### config.mk
export PLATFORM = sky130hd
export DESIGN_NAME = mfsk_tone_frame_decoder_top
export DESIGN_NICKNAME = d
export VERILOG_FILES = /design/src/rtl/mtfd_pkg.sv /design/src/rtl/mfsk_tone_frame_decoder_top.sv
export SDC_FILE = /design/constraint.sdc
export NUM_CORES = 1
export LEC_CHECK = 0
export BUFFER_PORTS_ARGS = -buffer_cell sky130_fd_sc_hd__clkbuf_2
export CORE_MARGIN = 2
export CORE_UTILIZATION = 59
export DETAILED_ROUTE_END_ITERATION = 16
export HOLD_SLACK_MARGIN = 0.05
export PLACE_DENSITY = 0.75
export SYNTH_ARGS = -nofsm -noshare
export SYNTH_HDL_FRONTEND = slang
export SYNTH_SLANG_ARGS = --single-unit
### constraint.sdc
create_clock -name aclk -period 8.25 [get_ports aclk]
set_input_delay 0.4125 -clock aclk [delete_from_list [all_inputs] [get_ports aclk]]
set_output_delay 0.4125 -clock aclk [all_outputs]
set_load 0.02 [all_outputs]
### src/rtl/mtfd_pkg.sv
// shared constants and types of the mfsk tone frame decoder
`default_nettype none

package mtfd_pkg;

    // symbol geometry
    localparam int SYMBOL_BITS    = 2;
    localparam int SYMS_PER_BYTE  = 8 / SYMBOL_BITS;
    localparam int NUM_DATA_TONES = 1 << SYMBOL_BITS;

    // widths
    localparam int FREQ_W     = 20;
    localparam int TONE_W     = 22;
    localparam int WIN_W      = 16;
    localparam int CLASS_W    = 5;
    localparam int CNT_W      = 4;
    localparam int STATUS_W   = 3;
    localparam int CFG_ADDR_W = 3;
    localparam int CFG_DATA_W = 20;
    localparam int S_TDATA_W  = 24;
    localparam int M_TDATA_W  = 32;

    // m_tdata field positions
    localparam int DBYTE_LSB = STATUS_W;
    localparam int DIDX_LSB  = STATUS_W + 8;
    localparam int MLEN_LSB  = STATUS_W + 16;
    localparam int M_USED_W  = STATUS_W + 24;

    // tone classes
    localparam logic [CLASS_W-1:0] CLASS_NONE      = '0;
    localparam logic [CLASS_W-1:0] CLASS_GUARD_A   = CLASS_W'(NUM_DATA_TONES + 1);
    localparam logic [CLASS_W-1:0] CLASS_GUARD_B   = CLASS_W'(NUM_DATA_TONES + 2);
    localparam logic [CLASS_W-1:0] CLASS_SEPARATOR = CLASS_W'(NUM_DATA_TONES + 3);

    // status codes on the result beat
    localparam logic [STATUS_W-1:0] STATUS_WAIT    = 3'd0;
    localparam logic [STATUS_W-1:0] STATUS_GUARD_A = 3'd1;
    localparam logic [STATUS_W-1:0] STATUS_HEADER  = 3'd2;
    localparam logic [STATUS_W-1:0] STATUS_BODY    = 3'd3;
    localparam logic [STATUS_W-1:0] STATUS_DONE    = 3'd4;

    // configuration register indexes
    typedef enum logic [CFG_ADDR_W-1:0] {
        REG_BASE_TONE      = 3'd0,
        REG_TONE_SPACING   = 3'd1,
        REG_GUARD_A_TONE   = 3'd2,
        REG_GUARD_B_TONE   = 3'd3,
        REG_SEPARATOR_TONE = 3'd4,
        REG_MATCH_WINDOW   = 3'd5
    } cfg_reg_t;

    // decoder phase, one-hot
    typedef enum logic [4:0] {
        PH_WAIT    = 5'b00001,
        PH_GUARD_A = 5'b00010,
        PH_HEADER  = 5'b00100,
        PH_BODY    = 5'b01000,
        PH_DONE    = 5'b10000
    } phase_t;

endpackage

`default_nettype wire

### src/rtl/mfsk_tone_frame_decoder_top.sv
// mfsk tone frame decoder: tone classifier, sync and byte assembly
`default_nettype none

// One input beat carries one measured peak frequency (sixteenth hertz units) or a
// restart request, and every input beat gives exactly one result beat. The block
// takes one beat per clock cycle when the result side keeps up. A beat taken into
// the input register passes into the result register as soon as that register is
// free to take it, and the single pass of tone compares and state update sits
// between those two registers; a stalled result register holds its beat. The
// frequency is classified against the data tones base_tone +
// i * tone_spacing (lowest i first), then guard A, guard B and the separator; a
// match needs an absolute difference strictly below match_window. A tone equal to
// the previous accepted tone is ignored, guard A excepted. Guard A directly
// followed by guard B syncs the decoder; the next 8/SYMBOL_BITS data symbols, MSB
// first, give the length byte, and every further group of symbols gives one body
// byte, flagged on m_tuser. A zero length completes at once; once complete,
// frequency beats are ignored until a restart beat (s_tuser high) clears the
// decoder. Configuration writes (index 0 base_tone, 1 tone_spacing, 2 guard_a_tone,
// 3 guard_b_tone, 4 separator_tone, 5 match_window) take effect after the write;
// the user makes them only while the block is idle, the block does not enforce it.
module mfsk_tone_frame_decoder_top
    import mtfd_pkg::*;
(
    input  wire logic                  aclk,
    input  wire logic                  aresetn,
    // input stream
    input  wire logic                  s_tvalid,
    output logic                       s_tready,
    input  wire logic [S_TDATA_W-1:0]  s_tdata,   // frequency[19:0], zero pad
    input  wire logic                  s_tuser,   // req_type (1 restart)
    // result stream
    output logic                       m_tvalid,
    input  wire logic                  m_tready,
    output logic [M_TDATA_W-1:0]       m_tdata,   // status[2:0], data_byte[10:3],
                                                  // byte_index[18:11],
                                                  // message_length[26:19], zero pad
    output logic                       m_tuser,   // byte_valid
    // configuration write port
    input  wire logic                  cfg_wr_en,
    input  wire logic [CFG_ADDR_W-1:0] cfg_wr_addr,
    input  wire logic [CFG_DATA_W-1:0] cfg_wr_data
);

    // configuration registers
    logic [FREQ_W-1:0] base_tone_reg, tone_spacing_reg;
    logic [FREQ_W-1:0] guard_a_tone_reg, guard_b_tone_reg, separator_tone_reg;
    logic [WIN_W-1:0]  match_window_reg;

    // data tone centres, worked out from the config registers and registered
    logic [TONE_W-1:0] data_tone_reg [NUM_DATA_TONES];

    // input stage
    logic              in_valid_reg;
    logic              req_reg;
    logic [FREQ_W-1:0] freq_reg;

    // decoder state
    phase_t              phase_reg, phase_next;
    logic [CLASS_W-1:0]  last_class_reg, last_class_next;
    logic [CNT_W-1:0]    sym_cnt_reg, sym_cnt_next;
    logic [7:0]          shift_reg, shift_next;
    logic [7:0]          length_reg, length_next;
    logic [7:0]          recv_reg, recv_next;

    // result stage
    logic                out_valid_reg;
    logic [STATUS_W-1:0] status_reg, status_next;
    logic                byte_valid_reg, byte_valid_next;
    logic [7:0]          data_byte_reg, data_byte_next;
    logic [7:0]          byte_index_reg, byte_index_next;

    logic advance;   // result register free to take the input stage
    logic fire;      // input stage moves into the result register this cycle

    logic [NUM_DATA_TONES-1:0] data_hit;
    logic                      guard_a_hit, guard_b_hit, sep_hit;
    logic [CLASS_W-1:0]        cls;
    logic [TONE_W-1:0]         freq_ext;

    logic [SYMBOL_BITS-1:0]    sym;
    logic [CNT_W-1:0]          sym_shift;
    logic [7:0]                shift_merged;
    logic [7:0]                recv_inc;

    function automatic logic near_tone(input logic [TONE_W-1:0] f,
                                       input logic [TONE_W-1:0] t,
                                       input logic [WIN_W-1:0]  w);
        logic [TONE_W-1:0] d;
        d = (f >= t) ? (f - t) : (t - f);
        return d < TONE_W'(w);
    endfunction

    // handshake: the input register refills whenever it moves on
    assign advance  = !out_valid_reg || m_tready;
    assign fire     = in_valid_reg && advance;
    assign s_tready = aresetn && (!in_valid_reg || advance);

    assign m_tvalid = out_valid_reg;
    assign m_tuser  = byte_valid_reg;
    assign m_tdata  = {{(M_TDATA_W - M_USED_W){1'b0}}, length_reg, byte_index_reg,
                       data_byte_reg, status_reg};

    // configuration registers
    always_ff @(posedge aclk) begin
        if (!aresetn) begin
            base_tone_reg      <= FREQ_W'(16000);
            tone_spacing_reg   <= FREQ_W'(3200);
            guard_a_tone_reg   <= FREQ_W'(48000);
            guard_b_tone_reg   <= FREQ_W'(51200);
            separator_tone_reg <= FREQ_W'(41600);
            match_window_reg   <= WIN_W'(800);
        end else if (cfg_wr_en) begin
            case (cfg_wr_addr)
                REG_BASE_TONE:      base_tone_reg      <= cfg_wr_data;
                REG_TONE_SPACING:   tone_spacing_reg   <= cfg_wr_data;
                REG_GUARD_A_TONE:   guard_a_tone_reg   <= cfg_wr_data;
                REG_GUARD_B_TONE:   guard_b_tone_reg   <= cfg_wr_data;
                REG_SEPARATOR_TONE: separator_tone_reg <= cfg_wr_data;
                REG_MATCH_WINDOW:   match_window_reg   <= cfg_wr_data[WIN_W-1:0];
                default: ;
            endcase
        end
    end

    // tone table: small constant multiples, so a few adders each
    always_ff @(posedge aclk) begin
        for (int i = 0; i < NUM_DATA_TONES; i++) begin
            data_tone_reg[i] <= TONE_W'(base_tone_reg)
                              + TONE_W'(i) * TONE_W'(tone_spacing_reg);
        end
    end

    // input register
    always_ff @(posedge aclk) begin
        if (!aresetn) begin
            in_valid_reg <= 1'b0;
        end else if (s_tready) begin
            in_valid_reg <= s_tvalid;
        end
    end

    always_ff @(posedge aclk) begin
        if (s_tvalid && s_tready) begin
            req_reg  <= s_tuser;
            freq_reg <= s_tdata[FREQ_W-1:0];
        end
    end

    // tone classification, all compares in parallel
    assign freq_ext = TONE_W'(freq_reg);

    always_comb begin
        for (int i = 0; i < NUM_DATA_TONES; i++) begin
            data_hit[i] = near_tone(freq_ext, data_tone_reg[i], match_window_reg);
        end
        guard_a_hit = near_tone(freq_ext, TONE_W'(guard_a_tone_reg), match_window_reg);
        guard_b_hit = near_tone(freq_ext, TONE_W'(guard_b_tone_reg), match_window_reg);
        sep_hit     = near_tone(freq_ext, TONE_W'(separator_tone_reg), match_window_reg);
    end

    // priority: lowest data tone first, then guard a, guard b, separator
    always_comb begin
        cls = CLASS_NONE;
        if (sep_hit) begin
            cls = CLASS_SEPARATOR;
        end
        if (guard_b_hit) begin
            cls = CLASS_GUARD_B;
        end
        if (guard_a_hit) begin
            cls = CLASS_GUARD_A;
        end
        for (int i = NUM_DATA_TONES - 1; i >= 0; i--) begin
            if (data_hit[i]) begin
                cls = CLASS_W'(i + 1);
            end
        end
    end

    // symbol placement, MSB first
    assign sym          = SYMBOL_BITS'(cls - CLASS_W'(1));
    assign sym_shift    = CNT_W'(8 - SYMBOL_BITS) - CNT_W'(SYMBOL_BITS) * sym_cnt_reg;
    assign shift_merged = shift_reg | 8'(16'(sym) << sym_shift);
    assign recv_inc     = recv_reg + 8'd1;

    // decoder state update
    always_comb begin
        phase_next      = phase_reg;
        last_class_next = last_class_reg;
        sym_cnt_next    = sym_cnt_reg;
        shift_next      = shift_reg;
        length_next     = length_reg;
        recv_next       = recv_reg;
        byte_valid_next = 1'b0;
        data_byte_next  = 8'd0;
        byte_index_next = 8'd0;

        if (req_reg) begin
            // restart: decoder state back to its reset values
            phase_next      = PH_WAIT;
            last_class_next = CLASS_NONE;
            sym_cnt_next    = '0;
            shift_next      = 8'd0;
            length_next     = 8'd0;
            recv_next       = 8'd0;
        end else if (phase_reg != PH_DONE && cls != CLASS_NONE
                     && (cls != last_class_reg || cls == CLASS_GUARD_A)) begin
            last_class_next = cls;
            case (phase_reg)
                PH_WAIT: begin
                    if (cls == CLASS_GUARD_A) begin
                        phase_next = PH_GUARD_A;
                    end
                end
                PH_GUARD_A: begin
                    if (cls == CLASS_GUARD_A) begin
                        phase_next = PH_GUARD_A;
                    end else if (cls == CLASS_GUARD_B) begin
                        phase_next = PH_HEADER;
                    end else begin
                        phase_next = PH_WAIT;
                    end
                end
                PH_HEADER, PH_BODY: begin
                    // guards and separator only update the last tone here
                    if (cls <= CLASS_W'(NUM_DATA_TONES)) begin
                        if (sym_cnt_reg == CNT_W'(SYMS_PER_BYTE - 1)) begin
                            sym_cnt_next = '0;
                            shift_next   = 8'd0;
                            if (phase_reg == PH_HEADER) begin
                                length_next = shift_merged;
                                phase_next  = (shift_merged == 8'd0) ? PH_DONE : PH_BODY;
                            end else begin
                                byte_valid_next = 1'b1;
                                data_byte_next  = shift_merged;
                                byte_index_next = recv_reg;
                                recv_next       = recv_inc;
                                if (recv_inc == length_reg) begin
                                    phase_next = PH_DONE;
                                end
                            end
                        end else begin
                            sym_cnt_next = sym_cnt_reg + CNT_W'(1);
                            shift_next   = shift_merged;
                        end
                    end
                end
                default: ;
            endcase
        end
    end

    always_comb begin
        case (phase_next)
            PH_WAIT:    status_next = STATUS_WAIT;
            PH_GUARD_A: status_next = STATUS_GUARD_A;
            PH_HEADER:  status_next = STATUS_HEADER;
            PH_BODY:    status_next = STATUS_BODY;
            PH_DONE:    status_next = STATUS_DONE;
            default:    status_next = STATUS_WAIT;
        endcase
    end

    // state and result valid
    always_ff @(posedge aclk) begin
        if (!aresetn) begin
            phase_reg      <= PH_WAIT;
            last_class_reg <= CLASS_NONE;
            sym_cnt_reg    <= '0;
            shift_reg      <= 8'd0;
            length_reg     <= 8'd0;
            recv_reg       <= 8'd0;
            out_valid_reg  <= 1'b0;
        end else begin
            if (advance) begin
                out_valid_reg <= in_valid_reg;
            end
            if (fire) begin
                phase_reg      <= phase_next;
                last_class_reg <= last_class_next;
                sym_cnt_reg    <= sym_cnt_next;
                shift_reg      <= shift_next;
                length_reg     <= length_next;
                recv_reg       <= recv_next;
            end
        end
    end

    // result payload
    always_ff @(posedge aclk) begin
        if (fire) begin
            status_reg     <= status_next;
            byte_valid_reg <= byte_valid_next;
            data_byte_reg  <= data_byte_next;
            byte_index_reg <= byte_index_next;
        end
    end

endmodule

`default_nettype wire

==> metrics.cfg, run 1 <==
[clock_tree]
cts_root_buffer=clkbuf_16
clock_latency_ns=0.58
clockBufferDepth=3
clk_pin_slew_worst_paths_ns=0.06
clock-sinks=278
h-tree-depth=2
cts_tree=built
cts_buffers=35

[critical_path]
r2r_end=status_reg[0]
crit_path_max_fanout=26
arrival_ns=8.39
cp_data_required_time_ns=8.58
critical_path_depth=33
slowest_delay_ns=0.50
path_buf_inv=6
crit_path_end=status_reg[0]
cpMostUsedCell=o21ai_0
end_kind=register
cp-startpoint=freq_reg[16]
crit_type=register to register
critPathTopFamily=simple AND/OR/NAND/NOR gates
r2r_setup_slack_ns=0.19
reg2reg_depth=33
cp_slowest_cell=ha_1
start_kind=register
r2r-start=freq_reg[16]

[finish]
syn_to_final_growth_pct=11.5
layoutNonFillerInstCount=4508
postLayoutCellArea_sq_um=32600
drive_gt1_share_pct=11.0
fin_util_pct=66.7
final_nets=4348
largest_register_ffs=83

[placed_design]
pre_cts_slack_ns=0.166
place_area_sq_um=31000
dp_hpwl_mm=82.5
port_buffers=78
place_congestion=1.03
dp_cells=4411

[sta]
post-route-min-period_ns=8.06
final_hold_viol_count=0
layout_setup_ws_ns=0.192
worst_pin_slew_ns=1.14
period_share_pct=97.7
slew_headroom_pct=24.3
clock_skew_ns=0.0285
maxSlewViolCount=0
setup_viol=0
max_freq_mhz=124

[power_and_ir_drop]
p_switching_w=0.00187
power.share.clock_pct=32.1
intPower_w=0.00311
peakVddDrop_mv=0.166
seqPwrFrac_pct=29.8
combPwrFrac_pct=38.1
power_switching_share_pct=37.5
powerDensity_nw_per_um2=153
finalPower_w=0.00498
p_leak_nw=14.4

[logic_synthesis]
yosysMostFrequentCell=ha_1
synth_commonest_cells=ha_1, nand2_1, a21oi_1
synth_cell_types=108
async_reset_ff_share_pct=0
netlist_instances=3678
synth_edf_count=41
ys_seq_elements=278
synthTopCellsByArea=ha_1, dfxtp_1, a21oi_1
synth_area_per_cell_sq_um=7.94
yosysTopAreaCell=ha_1
synth-seq-area-share_pct=20.5
yosys.area.top_type_share_pct=19.1
yosysWarnings=0
synthesis.area_sq_um=29200
synth-main-ff-cell=dfxtp_1

[routing]
wl_per_cell_um=24.3
wl_mm=109
vias_per_cell=6.42
drtPass1Iterations=6
route.detailed.drc=0
drt_iter0_markers=3662
num_vias=28900
ant_nets=0

[global_route]
grt_pass1_wl_mm=162
antenna_found_initial=9
grt_max_degree=82
track_usage_pct=42.3
grt_pass1_vias=27300
gr-total-overflow=0

[die]
die_x_um=226
fp.dieH_um=226
rows=81
dieArea_sq_um=51300
start_util_pct=59.8
ios=88
core_area_sq_um=48800

[status]
outcome=complete, no violations

[run]
maxCapViolCount=0

[worst_hold_path]
min_path_type=primary input to register

[power by group through the flow]
stage / clock, W / sequential, W / combinational (W)
6_report: 0.00160 / 0.00148 / 0.00190
5_1_grt: 0.00166 / 0.00149 / 0.00207
4_1_cts: 0.00161 / 0.00148 / 0.00182
3_5_place_dp: 0 / 0.00151 / 0.00180
3_3_place_gp: 0 / 0.00151 / 0.00179
2_1_floorplan: 0 / 0.00150 / 0.00127
[stage by stage]
step	TNS, ns	hold WS [ns]
after CTS	0	0.0630
after floorplan	0	0.355
after global routing	-0.191	0.0893
after detailed placement	0	0.414
after global placement	0	0.398
final	0	0.0696
[worst register-to-register path, delay by kind of cell (launching register included)]
family / cells / cell delay, ns
and+or+nand+nor: 12 / 2.57
buffers and inverters: 6 / 1.24
xor gates and xnor gates: 1 / 0.20
DFF: 1 / 0.41
adders and majority gates: 3 / 1.13
AOI/OAI and AO/OA: 11 / 2.30
[layout by cell type (no fill, tap or decap), types with 43 or more instances in the layout]
cell        n
inv_1     270
nand3_1    76
o21ai_0   213
ha_1      439
o211ai_1   48
nand4_1    44
clkbuf_2   77
nand2_1   409
nor2_1    159
a31oi_1    43
buf_4     174
a21o_1    115
xnor2_1   108
nor3_1     54
a21oi_1   330
xor2_1     66
dfxtp_1   237
a21boi_0  115
nor2b_1    45
mux2i_1    52
o21a_1     46
[how the worst min path moves through the flow]
stage	cells past startpoint	slack, ns	from	endpoint
3_3_place_gp	0	0.40	base_tone_reg[0]	data_tone_reg[2][0]
2_1_floorplan	0	0.36	base_tone_reg[0]	data_tone_reg[2][0]
4_1_cts	1	0.06	s_tdata[12]	freq_reg[12]
6_report	1	0.07	s_tdata[12]	freq_reg[12]
3_5_place_dp	0	0.41	base_tone_reg[0]	data_tone_reg[2][0]
5_1_grt	1	0.09	s_tdata[12]	freq_reg[12]
[routing by layer]
layer  wire length, um  track usage [%]  part of all wire (%)
met5                43                0                 0.039
met4              8950             30.2                   8.2
met3             11900             11.1                    11
met2             46100             63.7                    42
met1             42500             52.3                    39
[area by class of cell]
| class | instances | area [sq um] |
|---|---|---|
| Clock inverter | 14 | 158 |
| Tap cell | 664 | 831 |
| Sequential cell | 278 | 5980 |
| Fill cell | 4334 | 16300 |
| Antenna cell | 3 | 7.51 |
| Clock buffer | 50 | 1020 |
| Multi-Input combinational cell | 2947 | 21600 |
| Inverter | 280 | 1080 |
| Timing Repair Buffer | 272 | 1940 |
[logic make-up (layout without fill, tap and decap cells)]
logic type,after synthesis,count (layout),synth area share (%)
fa+ha+maj,481,481,21.5
flops,278,278,20.5
mux,73,73,2.60
other cells,1,8,0.0128
compound gates,1207,1207,27.2
xor+xnor,174,174,5.22
buf+inv,457,616,6.21
simple gates,1007,1007,16.7
[repair_timing]
| item | in CTS | in global routing |
|---|---|---|
| hold endpoints to repair | 13 | 0 |
| gates resized for setup | 0 | 45 |
| hold buffers | 13 | 0 |
| buffers inserted | 0 | 17 |
| endpoints found under the setup margin | 0 | 55 |
(Power assumes the default switching activity.)
==> inputs of run 2 (changes only) <==
Settings changed: CORE_UTILIZATION 59 to 46, HOLD_SLACK_MARGIN 0.05 to not set, PLACE_DENSITY 0.75 to 0.6.
==> metrics.cfg, run 2 (synthesis results as in run 1) <==
[status]
outcome=complete, no violations

[run]
maxCapViolCount=0

[clock_tree]
clk_pin_slew_worst_paths_ns=0.06
h-tree-depth=2
cts_buffers=37
cts_root_buffer=clkbuf_16
clock-sinks=278
clock_latency_ns=0.58
cts_tree=built
ctsHoldBuffers=0
clockBufferDepth=3

[routing]
ant_nets=0
wl_per_cell_um=24.4
wl_mm=115
num_vias=28400
vias_per_cell=6.01
drtPass1Iterations=6
drt_iter0_markers=2938
route.detailed.drc=0

[finish]
layout_commonest_cell=ha_1
final_nets=4380
largest_register_ffs=83
syn_to_final_growth_pct=13.5
drive_gt1_share_pct=12.3
fin_util_pct=52.6
final_cell_mix=ha_1, nand2_1, a21oi_1

[placed_design]
place_congestion=1.00
dp_hpwl_mm=89.1
port_buffers=78

[critical_path]
crit_type=register to register
r2r_end=status_reg[0]
r2r-start=freq_reg[0]
end_kind=register
start_kind=register
arrival_ns=8.17
cp_data_required_time_ns=8.57
reg2reg_depth=34
slowest_delay_ns=0.45
cp_slowest_cell=edfxtp_1
crit_path_max_fanout=9
r2r_setup_slack_ns=0.41
cp-startpoint=freq_reg[0]

[worst_hold_path]
min_path_type=primary input to register
hold_start=s_tdata[9]
hold_depth=1
hold_end=freq_reg[9]

[sta]
rsz0062_at_grt=no
post-route-min-period_ns=7.84
period_share_pct=95.1
worst_pin_slew_ns=1.13
timing.hold.ws_ns=0.0175
setup_viol=0
maxSlewViolCount=0
max_freq_mhz=127
final_hold_viol_count=0
slew_headroom_pct=24.8
clock_skew_ns=0.0250

[global_route]
grt_pass1_wl_mm=170
gr-total-overflow=0
antenna_found_initial=5
grt_pass1_vias=26800
track_usage_pct=34.3
grt_max_degree=84

[die]
start_util_pct=46.4
ios=88
core_area_sq_um=63000
dieArea_sq_um=65500
fp.dieH_um=256
die_x_um=256
rows=92

[power_and_ir_drop]
p_leak_nw=14.7
peakVddDrop_mv=0.142
powerDensity_nw_per_um2=154

run 2: cell count changes in the layout (fill, tap and decap cells not counted), moves of 4 or more:
cell and delta:
dlygate4sd3_1 -13, clkbuf_16 +6, clkinvlp_4 -5, clkbuf_8 -8
ha_1 -4, buf_4 +46
run 2: power breakdown:
part	internal [W]	total [W]	leakage, nW	switching, W
Clock	0.00102	0.00171	0.617	0.000690
Sequential	0.00143	0.00148	2.30	0.0000515
Combinational	0.000790	0.00192	11.7	0.00113
run 2: repair_timing:
action,CTS,global route
endpoints found under the hold margin,0,0
gates resized for setup,2,56
endpoints found under the setup margin,5,52
setup buffers,0,10
pin swaps,0,4
run 2: worst max-delay path: cells and delay by family, from the launching register on:
kind                       cells  cell delay (ns)
DFF                            1             0.45
xor gates and xnor gates       1             0.16
buffers and inverters          5             0.79
AOI/OAI and AO/OA             13             2.81
adders and majority gates      4             1.28
and+or+nand+nor               11             2.09
run 2: routing by layer:
metal / track usage, % / part of all wire (%)
met5: 0 / 0.016
met4: 18.5 / 5.9
met3: 6.67 / 8.7
met2: 53.0 / 43
met1: 45.1 / 42
run 2: through the flow:
step,std cells,setup slack [ns],area [sq um],TNS [ns],total power (W)
6_report,4727,0.406,33100,0,0.00511
5_1_grt,4721,0.0232,33100,0,0.00538
4_1_cts,4711,0.0397,32800,0,0.00507
3_5_place_dp,4643,-0.0870,31600,-0.0870,0.00335
3_3_place_gp,4643,-0.0348,31600,-0.0348,0.00335
2_1_floorplan,3682,0.571,29200,0,0.00277
run 2: worst max-delay path by stage:
stage | to | slack [ns] | cells past startpoint
global placement | status_reg[0] | -0.03 | 34
CTS | status_reg[0] | 0.04 | 35
detailed placement | status_reg[0] | -0.09 | 34
finish | status_reg[0] | 0.41 | 34
global route | status_reg[0] | 0.02 | 36
floorplan | status_reg[0] | 0.57 | 34
run 2: cell type report:
type	instances	area (sq um)
fill	6180	29800
clock inverter	18	200
multi-input combinational	2947	21700
antenna	6	15.0
sequential	278	5980
timing repair buffer	302	2110
tap	846	1060
inverter	280	1070
clock buffer	50	1070
